===== config.mk =====
export PLATFORM = sky130hd
export DESIGN_NAME = line_pixel_stepper_top
export DESIGN_NICKNAME = d
export VERILOG_FILES = /design/src/rtl/core/lps_pkg.sv /design/src/rtl/core/lps_front.sv /design/src/rtl/core/lps_queue.sv /design/src/rtl/core/lps_back.sv /design/src/rtl/core/line_pixel_stepper_top.sv
export SDC_FILE = /design/constraint.sdc
export NUM_CORES = 1
export LEC_CHECK = 0
export ABC_CLOCK_PERIOD_IN_PS = 7200
export BUFFER_PORTS_ARGS = -buffer_cell sky130_fd_sc_hd__buf_2
export CAP_MARGIN = 20
export CORE_MARGIN = 4
export CORE_UTILIZATION = 55
export DETAILED_ROUTE_END_ITERATION = 8
export GPL_TIMING_DRIVEN = 0
export PLACE_DENSITY = 0.74
export SYNTH_ARGS = -nofsm -noshare
export SYNTH_HDL_FRONTEND = slang
export SYNTH_HIERARCHICAL = 1
export SYNTH_SLANG_ARGS = --single-unit

===== constraint.sdc =====
create_clock -name clk -period 7.2 [get_ports clk]
set_input_delay 0.72 -clock clk [delete_from_list [all_inputs] [get_ports clk]]
set_output_delay 0.72 -clock clk [all_outputs]
set_load 0.02 [all_outputs]

===== src/rtl/core/lps_pkg.sv =====
// Shared definitions for the line pixel stepper: default sizes, command kinds
// and the stream byte-padding helper. No dependencies.
`default_nettype none

package lps_pkg;

    localparam int COORD_BITS_DEF = 12;
    localparam int COLOR_BITS     = 32;

    // Kind of an input beat, carried on s_tuser.
    typedef enum logic
    {
        OP_BEGIN   = 1'b0,
        OP_ADVANCE = 1'b1
    } lps_op_t;

    // Round a field width up to whole bytes for tdata.
    function automatic int byte_pad(input int bits);
        return ((bits + 7) / 8) * 8;
    endfunction

endpackage

`default_nettype wire


===== src/rtl/core/lps_front.sv =====
// Front end of the line pixel stepper: accepts input beats, classifies them
// and orders the endpoints. Depends on lps_pkg.
`default_nettype none

module lps_front #(
    parameter int COORD_BITS = lps_pkg::COORD_BITS_DEF
) (
    input  wire logic                                    s_tvalid,
    output logic                                         s_tready,
    // start_x, start_y, end_x, end_y, color (lowest bit up)
    input  wire logic [lps_pkg::byte_pad(4 * COORD_BITS
                       + lps_pkg::COLOR_BITS)-1:0]       s_tdata,
    // op
    input  wire logic                                    s_tuser,
    output logic                                         cmd_valid,
    input  wire logic                                    cmd_ready,
    output logic                                         cmd_adv,
    output logic [COORD_BITS-1:0]                        cmd_x0,
    output logic [COORD_BITS-1:0]                        cmd_y0,
    output logic [COORD_BITS-1:0]                        cmd_dx,
    output logic [COORD_BITS:0]                          cmd_dy,
    output logic [lps_pkg::COLOR_BITS-1:0]               cmd_color
);

    localparam int CW = COORD_BITS;

    logic [CW-1:0] start_x;
    logic [CW-1:0] start_y;
    logic [CW-1:0] end_x;
    logic [CW-1:0] end_y;
    logic [CW-1:0] x1;
    logic [CW-1:0] y1;
    logic          swap;

    assign start_x   = s_tdata[CW-1:0];
    assign start_y   = s_tdata[2*CW-1:CW];
    assign end_x     = s_tdata[3*CW-1:2*CW];
    assign end_y     = s_tdata[4*CW-1:3*CW];
    assign cmd_color = s_tdata[4*CW+lps_pkg::COLOR_BITS-1:4*CW];

    assign cmd_valid = s_tvalid;
    assign s_tready  = cmd_ready;
    assign cmd_adv   = (lps_pkg::lps_op_t'(s_tuser) == lps_pkg::OP_ADVANCE);

    // order endpoints so x never decreases along the line
    assign swap   = (start_x > end_x);
    assign cmd_x0 = swap ? end_x : start_x;
    assign cmd_y0 = swap ? end_y : start_y;
    assign x1     = swap ? start_x : end_x;
    assign y1     = swap ? start_y : end_y;

    assign cmd_dx = x1 - cmd_x0;
    assign cmd_dy = {1'b0, y1} - {1'b0, cmd_y0};

endmodule

`default_nettype wire


===== src/rtl/core/lps_queue.sv =====
// Two-entry command queue between the front and back ends of the line
// pixel stepper. No package dependencies.
`default_nettype none

module lps_queue #(
    parameter int WIDTH = 8
) (
    input  wire logic             clk,
    input  wire logic             rst_n,
    input  wire logic             in_valid,
    output logic                  in_ready,
    input  wire logic [WIDTH-1:0] in_data,
    output logic                  out_valid,
    input  wire logic             out_ready,
    output logic [WIDTH-1:0]      out_data
);

    localparam int DEPTH = 2;
    localparam int PW    = $clog2(DEPTH);
    localparam int CNTW  = $clog2(DEPTH + 1);

    logic [WIDTH-1:0] mem [DEPTH];
    logic [PW-1:0]    wr_ptr_reg;
    logic [PW-1:0]    wr_ptr_next;
    logic [PW-1:0]    rd_ptr_reg;
    logic [PW-1:0]    rd_ptr_next;
    logic [CNTW-1:0]  count_reg;
    logic [CNTW-1:0]  count_next;
    logic             push;
    logic             pop;

    assign in_ready  = (count_reg != CNTW'(DEPTH));
    assign out_valid = (count_reg != '0);
    assign push      = in_valid && in_ready;
    assign pop       = out_valid && out_ready;
    assign out_data  = mem[rd_ptr_reg];

    always_comb
    begin
        wr_ptr_next = wr_ptr_reg;
        rd_ptr_next = rd_ptr_reg;
        count_next  = count_reg;
        if (push)
        begin
            wr_ptr_next = (wr_ptr_reg == PW'(DEPTH - 1)) ? '0 : wr_ptr_reg + PW'(1);
        end
        if (pop)
        begin
            rd_ptr_next = (rd_ptr_reg == PW'(DEPTH - 1)) ? '0 : rd_ptr_reg + PW'(1);
        end
        case ({push, pop})
            2'b10:   count_next = count_reg + CNTW'(1);
            2'b01:   count_next = count_reg - CNTW'(1);
            default: count_next = count_reg;
        endcase
    end

    always_ff @(posedge clk or negedge rst_n)
    begin
        if (!rst_n)
        begin
            wr_ptr_reg <= '0;
            rd_ptr_reg <= '0;
            count_reg  <= '0;
        end
        else
        begin
            wr_ptr_reg <= wr_ptr_next;
            rd_ptr_reg <= rd_ptr_next;
            count_reg  <= count_next;
        end
    end

    always_ff @(posedge clk)
    begin
        if (push)
        begin
            mem[wr_ptr_reg] <= in_data;
        end
    end

endmodule

`default_nettype wire


===== src/rtl/core/lps_back.sv =====
// Back end of the line pixel stepper: octant setup, decision stepping and
// the output register. Depends on lps_pkg.
`default_nettype none

module lps_back #(
    parameter int COORD_BITS = lps_pkg::COORD_BITS_DEF
) (
    input  wire logic                              clk,
    input  wire logic                              rst_n,
    input  wire logic                              cmd_valid,
    output logic                                   cmd_ready,
    input  wire logic                              cmd_adv,
    input  wire logic [COORD_BITS-1:0]             cmd_x0,
    input  wire logic [COORD_BITS-1:0]             cmd_y0,
    input  wire logic [COORD_BITS-1:0]             cmd_dx,
    input  wire logic [COORD_BITS:0]               cmd_dy,
    input  wire logic [lps_pkg::COLOR_BITS-1:0]    cmd_color,
    output logic                                   out_valid,
    input  wire logic                              out_ready,
    output logic [COORD_BITS-1:0]                  pixel_x,
    output logic [COORD_BITS-1:0]                  pixel_y,
    output logic [lps_pkg::COLOR_BITS-1:0]         pixel_color,
    output logic                                   pixel_last,
    output logic [COORD_BITS-1:0]                  pixels_left
);

    localparam int CW = COORD_BITS;
    localparam int DW = COORD_BITS + 4;
    localparam int IW = COORD_BITS + 3;
    localparam int KW = lps_pkg::COLOR_BITS;

    // line state
    logic [CW-1:0]        cur_x_reg,  cur_x_next;
    logic [CW-1:0]        cur_y_reg,  cur_y_next;
    logic signed [DW-1:0] dec_reg,    dec_next;
    logic [CW-1:0]        left_reg,   left_next;
    logic                 major_y_reg,   major_y_next;
    logic                 major_neg_reg, major_neg_next;
    logic                 minor_neg_reg, minor_neg_next;
    logic signed [IW-1:0] inc_major_reg, inc_major_next;
    logic signed [IW-1:0] inc_both_reg,  inc_both_next;
    logic                 test_nn_reg,   test_nn_next;
    logic [KW-1:0]        color_reg,     color_next;

    // output stage
    logic                 out_valid_reg, out_valid_next;
    logic [CW-1:0]        out_x_reg,     out_x_next;
    logic [CW-1:0]        out_y_reg,     out_y_next;
    logic [KW-1:0]        out_color_reg, out_color_next;
    logic                 out_last_reg,  out_last_next;

    // setup terms
    logic                 fire;
    logic                 dx_pos;
    logic                 dy_pos;
    logic                 dy_neg;
    logic [CW:0]          ady;
    logic                 y_major;
    logic signed [DW-1:0] dxs;
    logic signed [DW-1:0] dys;
    logic signed [DW-1:0] tdx;
    logic signed [DW-1:0] tdy;
    logic signed [DW-1:0] tdx2;
    logic signed [DW-1:0] tdy2;

    // step terms
    logic                 take;
    logic signed [IW-1:0] inc_sel;
    logic                 move_x;
    logic                 move_y;
    logic                 neg_x;
    logic                 neg_y;
    logic [CW-1:0]        step_x;
    logic [CW-1:0]        step_y;

    assign cmd_ready   = !out_valid_reg || out_ready;
    assign fire        = cmd_valid && cmd_ready;
    assign out_valid   = out_valid_reg;
    assign pixel_x     = out_x_reg;
    assign pixel_y     = out_y_reg;
    assign pixel_color = out_color_reg;
    assign pixel_last  = out_last_reg;
    assign pixels_left = left_reg;

    // octant classification; sx = dx>0 ? 1 : -1, sy = dy>0 ? 1 : -1
    assign dx_pos  = |cmd_dx;
    assign dy_neg  = cmd_dy[CW];
    assign dy_pos  = !dy_neg && (|cmd_dy);
    assign ady     = dy_neg ? -cmd_dy : cmd_dy;
    assign y_major = (ady[CW-1:0] > cmd_dx);
    assign dxs     = $signed({{(DW-CW){1'b0}}, cmd_dx});
    assign dys     = $signed({{(DW-CW-1){cmd_dy[CW]}}, cmd_dy});
    assign tdy     = dx_pos ? dys : -dys;   // dy * sx
    assign tdx     = dy_pos ? dxs : -dxs;   // dx * sy
    assign tdy2    = tdy <<< 1;
    assign tdx2    = tdx <<< 1;

    // minor step folds into one add: both = major + minor increment
    assign take    = test_nn_reg ? !dec_reg[DW-1] : (dec_reg[DW-1] || (dec_reg == '0));
    assign inc_sel = take ? inc_both_reg : inc_major_reg;
    assign move_x  = !major_y_reg || take;
    assign move_y  = major_y_reg || take;
    assign neg_x   = major_y_reg ? minor_neg_reg : major_neg_reg;
    assign neg_y   = major_y_reg ? major_neg_reg : minor_neg_reg;
    assign step_x  = cur_x_reg + (neg_x ? {CW{1'b1}} : CW'(1));
    assign step_y  = cur_y_reg + (neg_y ? {CW{1'b1}} : CW'(1));

    always_comb
    begin
        cur_x_next     = cur_x_reg;
        cur_y_next     = cur_y_reg;
        dec_next       = dec_reg;
        left_next      = left_reg;
        major_y_next   = major_y_reg;
        major_neg_next = major_neg_reg;
        minor_neg_next = minor_neg_reg;
        inc_major_next = inc_major_reg;
        inc_both_next  = inc_both_reg;
        test_nn_next   = test_nn_reg;
        color_next     = color_reg;
        out_valid_next = out_valid_reg && !out_ready;
        out_x_next     = out_x_reg;
        out_y_next     = out_y_reg;
        out_color_next = out_color_reg;
        out_last_next  = out_last_reg;

        if (fire && !cmd_adv)
        begin
            cur_x_next    = cmd_x0;
            cur_y_next    = cmd_y0;
            color_next    = cmd_color;
            major_y_next  = y_major;
            inc_both_next = IW'(tdy2 - tdx2);
            if (y_major)
            begin
                dec_next       = tdy - tdx2;
                inc_major_next = IW'(-tdx2);
                major_neg_next = !dy_pos;
                minor_neg_next = !dx_pos;
                test_nn_next   = dx_pos ^ dy_pos;
                left_next      = ady[CW-1:0];
            end
            else
            begin
                dec_next       = tdy2 - tdx;
                inc_major_next = IW'(tdy2);
                major_neg_next = !dx_pos;
                minor_neg_next = !dy_pos;
                test_nn_next   = !(dx_pos ^ dy_pos);
                left_next      = cmd_dx;
            end
            out_valid_next = 1'b1;
            out_x_next     = cmd_x0;
            out_y_next     = cmd_y0;
            out_color_next = cmd_color;
            out_last_next  = (left_next == '0);
        end
        else if (fire && (left_reg != '0))
        begin
            dec_next       = dec_reg + {{(DW-IW){inc_sel[IW-1]}}, inc_sel};
            cur_x_next     = move_x ? step_x : cur_x_reg;
            cur_y_next     = move_y ? step_y : cur_y_reg;
            left_next      = left_reg - CW'(1);
            out_valid_next = 1'b1;
            out_x_next     = cur_x_next;
            out_y_next     = cur_y_next;
            out_color_next = color_reg;
            out_last_next  = (left_next == '0);
        end
    end

    always_ff @(posedge clk or negedge rst_n)
    begin
        if (!rst_n)
        begin
            cur_x_reg     <= '0;
            cur_y_reg     <= '0;
            dec_reg       <= '0;
            left_reg      <= '0;
            major_y_reg   <= 1'b0;
            major_neg_reg <= 1'b0;
            minor_neg_reg <= 1'b0;
            inc_major_reg <= '0;
            inc_both_reg  <= '0;
            test_nn_reg   <= 1'b1;
            color_reg     <= '0;
            out_valid_reg <= 1'b0;
        end
        else
        begin
            cur_x_reg     <= cur_x_next;
            cur_y_reg     <= cur_y_next;
            dec_reg       <= dec_next;
            left_reg      <= left_next;
            major_y_reg   <= major_y_next;
            major_neg_reg <= major_neg_next;
            minor_neg_reg <= minor_neg_next;
            inc_major_reg <= inc_major_next;
            inc_both_reg  <= inc_both_next;
            test_nn_reg   <= test_nn_next;
            color_reg     <= color_next;
            out_valid_reg <= out_valid_next;
        end
    end

    always_ff @(posedge clk)
    begin
        out_x_reg     <= out_x_next;
        out_y_reg     <= out_y_next;
        out_color_reg <= out_color_next;
        out_last_reg  <= out_last_next;
    end

endmodule

`default_nettype wire


===== src/rtl/core/line_pixel_stepper_top.sv =====
// Line pixel stepper: Bresenham line rasterizer in all eight octants.
// Input beats on s_*: tuser = 0 begins a line from start/end points and a
// color and yields its first pixel; tuser = 1 asks for the next pixel. An
// advance beat after the final pixel, or before any line, yields no beat.
// Output beats on m_*: one pixel each, tlast set on the line's final pixel.
// A begin beat during a line drops the old line at once.
// An accepted beat passes through the command queue and then the back end's
// output register before its pixel appears on m_tvalid.
// Throughput: one input beat and one pixel per cycle while m_tready is
// high; the back end's decision update is one add and sign test per step.
// A two-entry command queue decouples s_tready from m_tready: while m_tready
// is low the queue fills and s_tready drops only when both entries are held.
// Reset clears the line state (no line active) and empties the queue and
// the output register.
// Depends on lps_pkg, lps_front, lps_queue, lps_back.
`default_nettype none

module line_pixel_stepper_top #(
    parameter int COORD_BITS = lps_pkg::COORD_BITS_DEF
) (
    input  wire logic                                    clk,
    input  wire logic                                    rst_n,
    input  wire logic                                    s_tvalid,
    output logic                                         s_tready,
    // start_x, start_y, end_x, end_y, color (lowest bit up), zero pad
    input  wire logic [lps_pkg::byte_pad(4 * COORD_BITS
                       + lps_pkg::COLOR_BITS)-1:0]       s_tdata,
    // op
    input  wire logic                                    s_tuser,
    output logic                                         m_tvalid,
    input  wire logic                                    m_tready,
    // pixel_x, pixel_y, pixel_color (lowest bit up), zero pad
    output logic [lps_pkg::byte_pad(2 * COORD_BITS
                       + lps_pkg::COLOR_BITS)-1:0]       m_tdata,
    // last
    output logic                                         m_tlast
);

    localparam int CW  = COORD_BITS;
    localparam int KW  = lps_pkg::COLOR_BITS;
    localparam int QW  = 4 * CW + 2 + KW;
    localparam int MDW = lps_pkg::byte_pad(2 * CW + KW);

    logic          f_valid;
    logic          f_ready;
    logic          f_adv;
    logic [CW-1:0] f_x0;
    logic [CW-1:0] f_y0;
    logic [CW-1:0] f_dx;
    logic [CW:0]   f_dy;
    logic [KW-1:0] f_color;

    logic          q_valid;
    logic          q_ready;
    logic [QW-1:0] q_word;

    logic [CW-1:0] px;
    logic [CW-1:0] py;
    logic [KW-1:0] pcolor;
    logic [CW-1:0] pixels_left;

    lps_front #(
        .COORD_BITS (COORD_BITS)
    ) u_front (
        .s_tvalid  (s_tvalid),
        .s_tready  (s_tready),
        .s_tdata   (s_tdata),
        .s_tuser   (s_tuser),
        .cmd_valid (f_valid),
        .cmd_ready (f_ready),
        .cmd_adv   (f_adv),
        .cmd_x0    (f_x0),
        .cmd_y0    (f_y0),
        .cmd_dx    (f_dx),
        .cmd_dy    (f_dy),
        .cmd_color (f_color)
    );

    lps_queue #(
        .WIDTH (QW)
    ) u_queue (
        .clk       (clk),
        .rst_n     (rst_n),
        .in_valid  (f_valid),
        .in_ready  (f_ready),
        .in_data   ({f_adv, f_color, f_dy, f_dx, f_y0, f_x0}),
        .out_valid (q_valid),
        .out_ready (q_ready),
        .out_data  (q_word)
    );

    lps_back #(
        .COORD_BITS (COORD_BITS)
    ) u_back (
        .clk         (clk),
        .rst_n       (rst_n),
        .cmd_valid   (q_valid),
        .cmd_ready   (q_ready),
        .cmd_adv     (q_word[QW-1]),
        .cmd_x0      (q_word[CW-1:0]),
        .cmd_y0      (q_word[2*CW-1:CW]),
        .cmd_dx      (q_word[3*CW-1:2*CW]),
        .cmd_dy      (q_word[4*CW:3*CW]),
        .cmd_color   (q_word[4*CW+KW:4*CW+1]),
        .out_valid   (m_tvalid),
        .out_ready   (m_tready),
        .pixel_x     (px),
        .pixel_y     (py),
        .pixel_color (pcolor),
        .pixel_last  (m_tlast),
        .pixels_left (pixels_left)
    );

    assign m_tdata = MDW'({pcolor, py, px});

`ifndef SYNTHESIS
    // a held pixel's last flag must agree with the remaining count
    a_last_matches_count: assert property (@(posedge clk) disable iff (!rst_n)
        m_tvalid |-> (m_tlast == (pixels_left == '0)))
        else $error("tlast disagrees with remaining pixel count");

    // a begin command always yields a pixel beat next cycle
    a_begin_emits: assert property (@(posedge clk) disable iff (!rst_n)
        (q_valid && q_ready && !q_word[QW-1]) |=> m_tvalid)
        else $error("begin command produced no pixel");

    // an advance with no line active yields nothing
    a_idle_advance_silent: assert property (@(posedge clk) disable iff (!rst_n)
        (q_valid && q_ready && q_word[QW-1] && (pixels_left == '0)) |=> !m_tvalid)
        else $error("advance past line end produced a pixel");
`endif

endmodule

`default_nettype wire


==> results of run 1 <==
## cell usage in the layout, fill, tap and decap left out, types with 14 or more instances in the layout
cell | netlist | final
maj3_1 | 14 | 14
inv_1 | 75 | 75
nor3_1 | 45 | 45
mux2_4 | 70 | 70
nand2_1 | 281 | 281
dfrtp_1 | 120 | 120
mux2_2 | 43 | 43
a21oi_1 | 111 | 111
buf_2 | 13 | 119
o21a_1 | 19 | 19
nor2b_1 | 30 | 30
ha_1 | 105 | 105
a211oi_1 | 22 | 22
a31oi_1 | 24 | 24
a21o_1 | 24 | 24
clkbuf_1 | 50 | 57
o21ai_0 | 127 | 127
clkbuf_16 | 0 | 40
nand2b_1 | 36 | 36
mux2i_1 | 15 | 15
edfxtp_1 | 221 | 221
buf_4 | 36 | 37
xor2_1 | 43 | 43
nor2_1 | 121 | 120
nand3_1 | 30 | 30
xnor2_1 | 86 | 86
o31ai_1 | 18 | 18
## stage by stage
step	instance area, um2	utilization [%]	setup slack [ns]	std cells	hold WS [ns]
after detailed placement	22500	59.3	0.808	2653	0.460
after global placement	22300	59.0	0.333	2649	0.450
final	23800	62.8	0.581	2723	0.127
after global routing	23800	62.8	0.370	2723	0.171
after CTS	23800	62.8	0.768	2723	0.135
after floorplan	21200	-	2.21	2030	0.424
## cells in the mapped netlist, drive strengths merged (10+ instances only)
library cell and instances:
a211oi 24, a21o 25, a21oi 112, a31oi 25
and2 11, and3 15, buf 68, clkbuf 50
dfrtp 120, edfxtp 221, ha 105, inv 76
maj3 14, mux2 113, mux2i 15, nand2 281
nand2b 37, nand3 31, nor2 124, nor2b 30
nor3 47, nor4 10, o21a 19, o21ai 136
o31ai 18, or2 12, xnor2 86, xor2 43
## routing by layer
metal	wire length, um	up-vias	track usage, %
met5	0	-	0
met4	2090	0	9.07
met3	4370	122	4.54
met2	26300	623	43.0
met1	24300	7819	36.9
li1	-	7656	-
## layout make-up
class / instances / area [um2] / area share (%)
sequential: 342 / 9670 / 40.7
clock buffer: 50 / 1070 / 4.50
inverter: 76 / 285 / 1.20
tap: 511 / 639 / 2.69
clock inverter: 20 / 236 / 0.995
multi-input combinational: 1494 / 10500 / 44.1
buffer: 118 / 752 / 3.16
timing repair buffer: 112 / 642 / 2.70
## final timing paths
| path | startpoint | endpoint | slack [ns] | depth (start not counted) |
|---|---|---|---|---|
| max reg2reg | u_queue/rd_ptr_reg | u_back/dec_reg[15] | 0.58 | 19 |
| max | u_queue/rd_ptr_reg | u_back/dec_reg[15] | 0.58 | 19 |
| min in group clk | s_tdata[54] | u_queue/mem[1][55] | 0.37 | 1 |
| min reg2reg | u_back/inc_both_reg[11] | u_back/inc_both_reg[11] | 0.47 | 2 |
| max in group asynchronous | rst_n | u_back/cur_y_reg[11] | 6.29 | 2 |
| min | rst_n | u_back/inc_major_reg[13] | 0.13 | 1 |
## critical path, stage by stage (launching register included)
cell and delay, ns:
dfrtp_1 0.36, buf_6 0.25, buf_12 0.19, mux2_4 0.36, inv_1 0.20, ha_1 0.34
nand2b_1 0.19, nor4_1 0.77, buf_2 0.40, o31ai_1 0.13, xnor2_1 0.42, ha_1 0.38
a211oi_1 0.37, o21ai_0 0.27, a2111oi_0 0.78, o31ai_1 0.21, xor2_1 0.25, nor2_1 0.07
a31oi_1 0.32, o221ai_1 0.19
## kinds of logic after synthesis
kind of cell	count (synthesis)	share of synthesized area, %
and+or+nand+nor	635	14.0
muxes	128	7.97
AOI/OAI and AO/OA	477	14.7
adders and majority gates	125	7.44
xor gates and xnor gates	129	5.34
DFF	342	45.7
buffers and inverters	194	4.89
==> results.sh, run 1 <==
export IMPL_status="completed"
export IMPL_detail_route_wl_per_cell_um=20.9
export IMPL_syn_nets=2226
export IMPL_cts_tree="done"
export IMPL_cp_start_kind="flip-flop"
export IMPL_fin_tns_setup_ns=0
export IMPL_row_count=71
export IMPL_cts_clk_slew_worst_paths_ns=0.07
export IMPL_ys_ff_latch=342
export IMPL_initial_core_util_pct=55.9
export IMPL_critPathRequiredTime_ns=7.58
export IMPL_slew_headroom_pct=30.8
export IMPL_crit_type="reg -> reg"
export IMPL_fin_skew_ns=0.0260
export IMPL_ctsResizeCount=0
export IMPL_n_fill_cell=3123
export IMPL_grt_max_degree=69
export IMPL_drive_above_1_share_pct=17.8
export IMPL_grt_pass1_vias=15600
export IMPL_die_width_um=204
export IMPL_htreeDepth=2
export IMPL_drt_iter0_drc=1324
export IMPL_dieArea_mm2=0.0417
export IMPL_area_growth_pct=12.3
export IMPL_cts_buffer_depth=3
export IMPL_gr_total_overflow=0
export IMPL_min_period_over_period_pct=91.9
export IMPL_ys_types=98
export IMPL_syn_cell_area_mm2=0.0212
export IMPL_cts_root_buf="clkbuf_16"
export IMPL_synth_area_leaders="edfxtp_1 31%, dfrtp_1 14%, ha_1 6.2%"
export IMPL_clock_latency_ns=0.55
export IMPL_hold_viol_final=0
export IMPL_rsz0062_at_grt="false"
export IMPL_place_congestion=0.970
export IMPL_hold_class="in -> async"
export IMPL_drtPass1Iterations=5
export IMPL_finalMaxSlewViolations=0
export IMPL_post_cts_buffers=0
export IMPL_io_pins=144
export IMPL_antenna_found_initial=0
export IMPL_worstPathArrival_ns=7.00
export IMPL_postCtsHoldBufs=0
export IMPL_layout_nets=2378
export IMPL_grt_pass1_wl_mm=87.3
export IMPL_avgSynthCellArea_um2=10.4
export IMPL_syn_inst=2030
export IMPL_largest_reg_flops=164
export IMPL_synthArstFlopShare_pct=35.4
export IMPL_port_buffers=108
export IMPL_synth_top_flop_cell="edfxtp_1"
export IMPL_chipHeight_um=204
export IMPL_numCtsBuffers=38
export IMPL_max_freq_mhz=151
export IMPL_synth_top_area_share_pct=31.4
export IMPL_finalCriticalPeriod_ns=6.62
export IMPL_globalRouteTotalUtil_pct=26.7
export IMPL_coreArea_mm2=0.0378
export IMPL_synth_edf_count=221
export IMPL_worstMarginPinSlew_ns=1.04
export IMPL_totalWireLength_mm=57.0
export IMPL_drc=0
export IMPL_crit_path_end_kind="flip-flop"
export IMPL_antenna_cells=0
export IMPL_cap_viol_max_count=0
export IMPL_dpl_hpwl_mm=42.8
export IMPL_routed_via_count=16200
export IMPL_viasPerCell=5.96
export IMPL_finalSetupViolCount=0
export IMPL_crit_fanout=10
export IMPL_synth_top_area_cell="edfxtp_1"
export IMPL_cts_sinks=342
export IMPL_antenna_left=0
export IMPL_seq_area_frac_synth_pct=45.7
export IMPL_yosysWarnings=6
Power of run 1 is left out: the tool's default activity adds up to more than one toggle a clock period on the data nets, which glitch-free logic cannot reach.
==> inputs of run 2 (changes only) <==
--- a/config.mk
+++ b/config.mk
@@ -5,14 +5,14 @@
 export SDC_FILE = /design/constraint.sdc
 export NUM_CORES = 1
 export LEC_CHECK = 0
-export ABC_CLOCK_PERIOD_IN_PS = 7200
+export ABC_CLOCK_PERIOD_IN_PS = 5700
 export BUFFER_PORTS_ARGS = -buffer_cell sky130_fd_sc_hd__buf_2
 export CAP_MARGIN = 20
 export CORE_MARGIN = 4
 export CORE_UTILIZATION = 55
 export DETAILED_ROUTE_END_ITERATION = 8
 export GPL_TIMING_DRIVEN = 0
-export PLACE_DENSITY = 0.74
+export PLACE_DENSITY = 0.76
 export SYNTH_ARGS = -nofsm -noshare
 export SYNTH_HDL_FRONTEND = slang
 export SYNTH_HIERARCHICAL = 1
==> constraint.sdc (replaced) <==
create_clock -name clk -period 5.7 [get_ports clk]
set_input_delay 0.57 -clock clk [delete_from_list [all_inputs] [get_ports clk]]
set_output_delay 0.57 -clock clk [all_outputs]
set_load 0.02 [all_outputs]
==> run 2 against run 1 <==
First-iteration DRC count up 4.9%. Wire length grew 1.7%. Critical endpoint is now u_back/dec_reg[14]. Hold slack better by 0.091 ns. Global-route usage increased by 0.48 points. Highest routed layer unchanged. Final cell count grew 0.18%. Sequential share of layout area down 0.15 points. Register-to-register slack got worse by 0.41 ns. Die area is the same.
==> results.sh, run 2 (synthesis results as in run 1) <==
export IMPL_totalWireLength_mm=58.0
export IMPL_holdPathEnd="u_queue/mem[0][50]"
export IMPL_antenna_found_initial=1
export IMPL_regToRegEndpoint="u_back/dec_reg[14]"
export IMPL_gr_total_overflow=0
export IMPL_port_buffers=108
export IMPL_hold_depth=1
export IMPL_antenna_left=0
export IMPL_critPathRequiredTime_ns=6.11
export IMPL_io_pins=144
export IMPL_die_width_um=204
export IMPL_layout_nets=2383
export IMPL_worstPathArrival_ns=5.95
export IMPL_hold_viol_final=0
export IMPL_drive_above_1_share_pct=18.3
export IMPL_crit_path_end_kind="flip-flop"
export IMPL_final_seq_area_mm2=0.00967
export IMPL_cp_start_kind="flip-flop"
export IMPL_dpl_hpwl_mm=43.6
export IMPL_initial_core_util_pct=55.9
export IMPL_grt_pass1_vias=15900
export IMPL_cap_viol_max_count=0
export IMPL_finalSetupViolCount=0
export IMPL_dieArea_mm2=0.0417
export IMPL_htreeDepth=2
export IMPL_cts_root_buf="clkbuf_16"
export IMPL_cts_sinks=342
export IMPL_final_common_cell="nand2_1"
export IMPL_cts_clk_slew_worst_paths_ns=0.06
export IMPL_grt_pass1_wl_mm=89.4
export IMPL_clock_latency_ns=0.53
export IMPL_finalMaxSlewViolations=0
export IMPL_drtPass1Iterations=7
export IMPL_r2r_start="u_queue/rd_ptr_reg"
export IMPL_final_cell_mix="281 x nand2_1, 221 x edfxtp_1, 126 x o21ai_0, 120 x nor2_1, 120 x dfrtp_1"
export IMPL_worstHoldStart="s_tdata[49]"
export IMPL_routed_via_count=16300
export IMPL_cts_buffer_depth=3
export IMPL_min_period_over_period_pct=97.1
export IMPL_row_count=71
export IMPL_r2r_slack_ns=0.17
export IMPL_finalCriticalPeriod_ns=5.53
export IMPL_slew_headroom_pct=30.6
export IMPL_chipHeight_um=204
export IMPL_coreArea_mm2=0.0378
export IMPL_worstMarginPinSlew_ns=1.04
export IMPL_fin_tns_setup_ns=0
export IMPL_largest_reg_flops=164
export IMPL_numCtsBuffers=38
export IMPL_detail_route_wl_per_cell_um=21.3
export IMPL_globalRouteTotalUtil_pct=27.2
export IMPL_viasPerCell=5.99
export IMPL_crit_type="reg -> reg"
export IMPL_fin_skew_ns=0.0181
export IMPL_area_growth_pct=12.7
export IMPL_status="completed"
export IMPL_cts_tree="done"
export IMPL_hold_class="in -> reg"
export IMPL_multi_input_area_mm2=0.0106
export IMPL_max_freq_mhz=181
export IMPL_crit_fanout=10
export IMPL_drc=0
export IMPL_drt_iter0_drc=1389
export IMPL_r2r_cells=19
export IMPL_n_fill_cell=3056
export IMPL_grt_max_degree=93
export IMPL_place_congestion=0.996
export IMPL_utilization_pct=63.0
[run 2: changes by cell type in the layout (fill, tap and decap cells not counted), sizes merged]
cell / delta
buf: +1
clkinv: -2
bufinv: -1
diode: +1
dlygate4sd3: +1
inv: -1
clkbuf: +6
[run 2: metrics by stage]
stage,hold slack (ns),instance area (um2),setup slack [ns],std cells
2_1_floorplan,0.274,21200,0.705,2030
3_3_place_gp,0.449,22300,-1.04,2649
3_5_place_dp,0.457,22400,-0.909,2653
4_1_cts,0.195,23700,0.0106,2725
5_1_grt,0.200,23800,-0.00515,2727
6_report,0.219,23800,0.167,2728
[run 2: worst max-delay path by stage]
| stage | start | to | slack, ns | depth (start not counted) |
|---|---|---|---|---|
| after global routing | u_queue/rd_ptr_reg | u_back/dec_reg[14] | -0.005 | 19 |
| after floorplan | u_queue/rd_ptr_reg | u_back/dec_reg[14] | 0.71 | 18 |
| after global placement | s_tvalid | u_queue/mem[0][45] | -1.04 | 3 |
| final | u_queue/rd_ptr_reg | u_back/dec_reg[14] | 0.17 | 19 |
| after detailed placement | u_queue/rd_ptr_reg | u_back/dec_reg[15] | -0.91 | 19 |
| after CTS | u_queue/rd_ptr_reg | u_back/dec_reg[15] | 0.01 | 20 |
[run 2: what timing repair did]
item	4_1_cts	5_1_grt
endpoints found under the setup margin	12	18
setup buffers	2	2
resized for setup	9	17
endpoints found under the hold margin	28	0
hold buffers	1	0
pin swaps	2	2
[run 2: final cells by class]
type	count	area share (%)
flip-flops and latches	342	40.5
clock buffers	53	4.35
inverters	76	1.20
multi-input cells	1494	44.4
clock inverters	16	0.787
well taps	511	2.68
diodes	1	0.0105
plain buffers	118	3.20
repair buffers	117	2.83
[run 2: routing by layer]
layer / vias up / routed length (um) / GRT usage [%]
met5: - / 0 / 0
met1: 7933 / 24700 / 38.1
met4: 0 / 1600 / 8.14
met2: 635 / 27300 / 44.4
li1: 7666 / - / -
met3: 99 / 4300 / 3.70
[run 2: critical path: stages (launching register included)]
cell,delay [ns]
dfrtp_1,0.39
buf_8,0.25
buf_12,0.18
mux2_4,0.37
inv_1,0.21
ha_2,0.29
nand2b_1,0.18
nor4_4,0.39
clkbuf_4,0.31
o31ai_1,0.13
xnor2_2,0.25
ha_1,0.32
a2111o_1,0.48
o21bai_1,0.22
a311o_1,0.36
a31o_2,0.24
a21oi_1,0.17
xor2_1,0.16
mux2i_1,0.16
a221o_1,0.33
Power of run 2 is left out for the same reason.
==> inputs of run 3 (changes only) <==
--- a/config.mk
+++ b/config.mk
@@ -5,14 +5,15 @@
 export SDC_FILE = /design/constraint.sdc
 export NUM_CORES = 1
 export LEC_CHECK = 0
-export ABC_CLOCK_PERIOD_IN_PS = 5700
+export ABC_CLOCK_PERIOD_IN_PS = 5800
 export BUFFER_PORTS_ARGS = -buffer_cell sky130_fd_sc_hd__buf_2
 export CAP_MARGIN = 20
 export CORE_MARGIN = 4
 export CORE_UTILIZATION = 55
 export DETAILED_ROUTE_END_ITERATION = 8
 export GPL_TIMING_DRIVEN = 0
-export PLACE_DENSITY = 0.76
+export PLACE_DENSITY = 0.74
+export REMOVE_ABC_BUFFERS = 1
 export SYNTH_ARGS = -nofsm -noshare
 export SYNTH_HDL_FRONTEND = slang
 export SYNTH_HIERARCHICAL = 1
==> constraint.sdc (replaced) <==
create_clock -name clk -period 5.8 [get_ports clk]
set_input_delay 0.58 -clock clk [delete_from_list [all_inputs] [get_ports clk]]
set_output_delay 0.58 -clock clk [all_outputs]
set_load 0.02 [all_outputs]
==> run 3 against run 2 <==
Die area unchanged. Sequential share of layout area up 0.44 points. Register-to-register slack better by 0.098 ns. Clock skew down 0.0033 ns.
==> results.sh, run 3 (synthesis results as in run 1) <==
export IMPL_status="completed"
export IMPL_detail_route_wl_per_cell_um=19.4
export IMPL_critPathRequiredTime_ns=6.22
export IMPL_worstPathCellList="buf_16, mux2_4, inv_1, ha_1, nor4b_4, a31oi_4, or3_1, and2_1, ha_1, a2111o_1, o21bai_1, a311o_1, a31o_2, a21oi_1, xor2_1, mux2i_1, a221o_1"
export IMPL_drt_iter0_drc=1340
export IMPL_io_pins=144
export IMPL_area_growth_pct=11.5
export IMPL_die_width_um=204
export IMPL_final_cells=2658
export IMPL_gr_total_overflow=0
export IMPL_cts_buffer_depth=3
export IMPL_cp_num_buf_inv=2
export IMPL_grt_pass1_wl_mm=82.1
export IMPL_cts_tree="done"
export IMPL_crit_fanout=25
export IMPL_htreeDepth=2
export IMPL_cp_start_kind="flip-flop"
export IMPL_routed_via_count=15700
export IMPL_grt_max_degree=78
export IMPL_totalWireLength_mm=51.7
export IMPL_critPathSlowestCell="dfrtp_4"
export IMPL_finalMaxSlewViolations=0
export IMPL_placed_cells=2583
export IMPL_max_stage_delay_ns=0.56
export IMPL_globalRouteTotalUtil_pct=24.3
export IMPL_r2r_start="u_queue/rd_ptr_reg"
export IMPL_finalSetupViolCount=0
export IMPL_finalCriticalPeriod_ns=5.53
export IMPL_row_count=71
export IMPL_cpLargestDelayFamily="compound AO/OA/AOI/OAI gates"
export IMPL_postCtsHoldBufs=0
export IMPL_hold_viol_final=0
export IMPL_cts_clk_slew_worst_paths_ns=0.06
export IMPL_coreArea_mm2=0.0378
export IMPL_antenna_left=0
export IMPL_place_congestion=0.915
export IMPL_initial_core_util_pct=55.9
export IMPL_dpl_hpwl_mm=36.3
export IMPL_r2r_slack_ns=0.27
export IMPL_worstPathArrival_ns=5.95
export IMPL_clock_latency_ns=0.54
export IMPL_largest_reg_flops=164
export IMPL_final_common_cell="nand2_1"
export IMPL_path_common_cell="ha_1"
export IMPL_fin_tns_setup_ns=0
export IMPL_crit_path_end_kind="flip-flop"
export IMPL_crit_type="reg -> reg"
export IMPL_rsz0062_at_grt="false"
export IMPL_final_cell_mix="281 x nand2_1, 221 x edfxtp_1, 142 x buf_2, 126 x o21ai_0"
export IMPL_cap_viol_max_count=0
export IMPL_drc=0
export IMPL_min_period_over_period_pct=95.4
export IMPL_placed_cell_area_mm2=0.0222
export IMPL_fin_skew_ns=0.0149
export IMPL_dieArea_mm2=0.0417
export IMPL_crit_start="u_queue/rd_ptr_reg"
export IMPL_layout_nets=2312
export IMPL_numCtsBuffers=38
export IMPL_slew_headroom_pct=27.7
export IMPL_drive_above_1_share_pct=18.1
export IMPL_fin_area_mm2=0.0236
export IMPL_cts_sinks=342
export IMPL_cts_root_buf="clkbuf_16"
export IMPL_hold_class="in -> async"
export IMPL_grt_pass1_vias=15600
export IMPL_chipHeight_um=204
export IMPL_utilization_pct=62.4
export IMPL_worstMarginPinSlew_ns=1.08
export IMPL_drtPass1Iterations=5
export IMPL_antenna_found_initial=2
export IMPL_port_buffers=143
export IMPL_viasPerCell=5.90
export IMPL_n_fill_cell=3047
export IMPL_max_freq_mhz=181
-- run 3: cell count changes in the layout (fill, tap and decap cells not counted), moves of 4 or more --
cell,delta
clkbuf_8,+5
clkinv_2,-4
buf_4,-38
buf_16,+7
buf_2,+24
clkbuf_1,-53
buf_12,-4
buf_1,-5
-- run 3: routing by layer --
| layer | global-route usage (%) | share of wire (%) | vias up |
|---|---|---|---|
| li1 | - | - | 7536 |
| met1 | 32.0 | 43 | 7542 |
| met2 | 41.5 | 48 | 507 |
| met3 | 3.84 | 5.7 | 99 |
| met4 | 8.02 | 3.2 | 2 |
| met5 | 0 | 0.023 | - |
-- run 3: final cells by class --
| cell class | count | area, um2 | area share, % |
|---|---|---|---|
| Multi-Input combinational cell | 1494 | 10600 | 44.8 |
| Tap cell | 511 | 639 | 2.71 |
| Clock buffer | 53 | 1070 | 4.52 |
| Antenna cell | 2 | 5.00 | 0.0212 |
| Sequential cell | 342 | 9670 | 41.0 |
| Clock inverter | 16 | 206 | 0.875 |
| Inverter | 76 | 288 | 1.22 |
| Timing Repair Buffer | 164 | 1150 | 4.89 |
-- run 3: path summary, 6_finish.rpt --
check / depth (start not counted) / to
worst max register to register: 17 / u_back/dec_reg[14]
worst max-delay path: 17 / u_back/dec_reg[14]
max in group asynchronous: 2 / u_back/test_nn_reg
min in group clk: 1 / u_queue/mem[0][62]
worst min-delay path: 1 / u_back/cur_x_reg[4]
worst min register to register: 2 / u_back/color_reg[29]
-- run 3: what timing repair did --
item / 4_1_cts / 5_1_grt
pin swaps: 0 / 1
resized for setup: 8 / 5
buffers inserted: 2 / 1
setup endpoints to repair: 14 / 3
cloned: 0 / 1
-- run 3: stage by stage --
stage | hold slack [ns] | setup slack, ns
after floorplan | 0.284 | -1.95
after global placement | 0.450 | -4.86
after detailed placement | 0.457 | -0.720
after CTS | 0.0457 | 0.139
after global routing | 0.0744 | 0.0641
final | 0.0467 | 0.265
Power of run 3 is left out for the same reason.
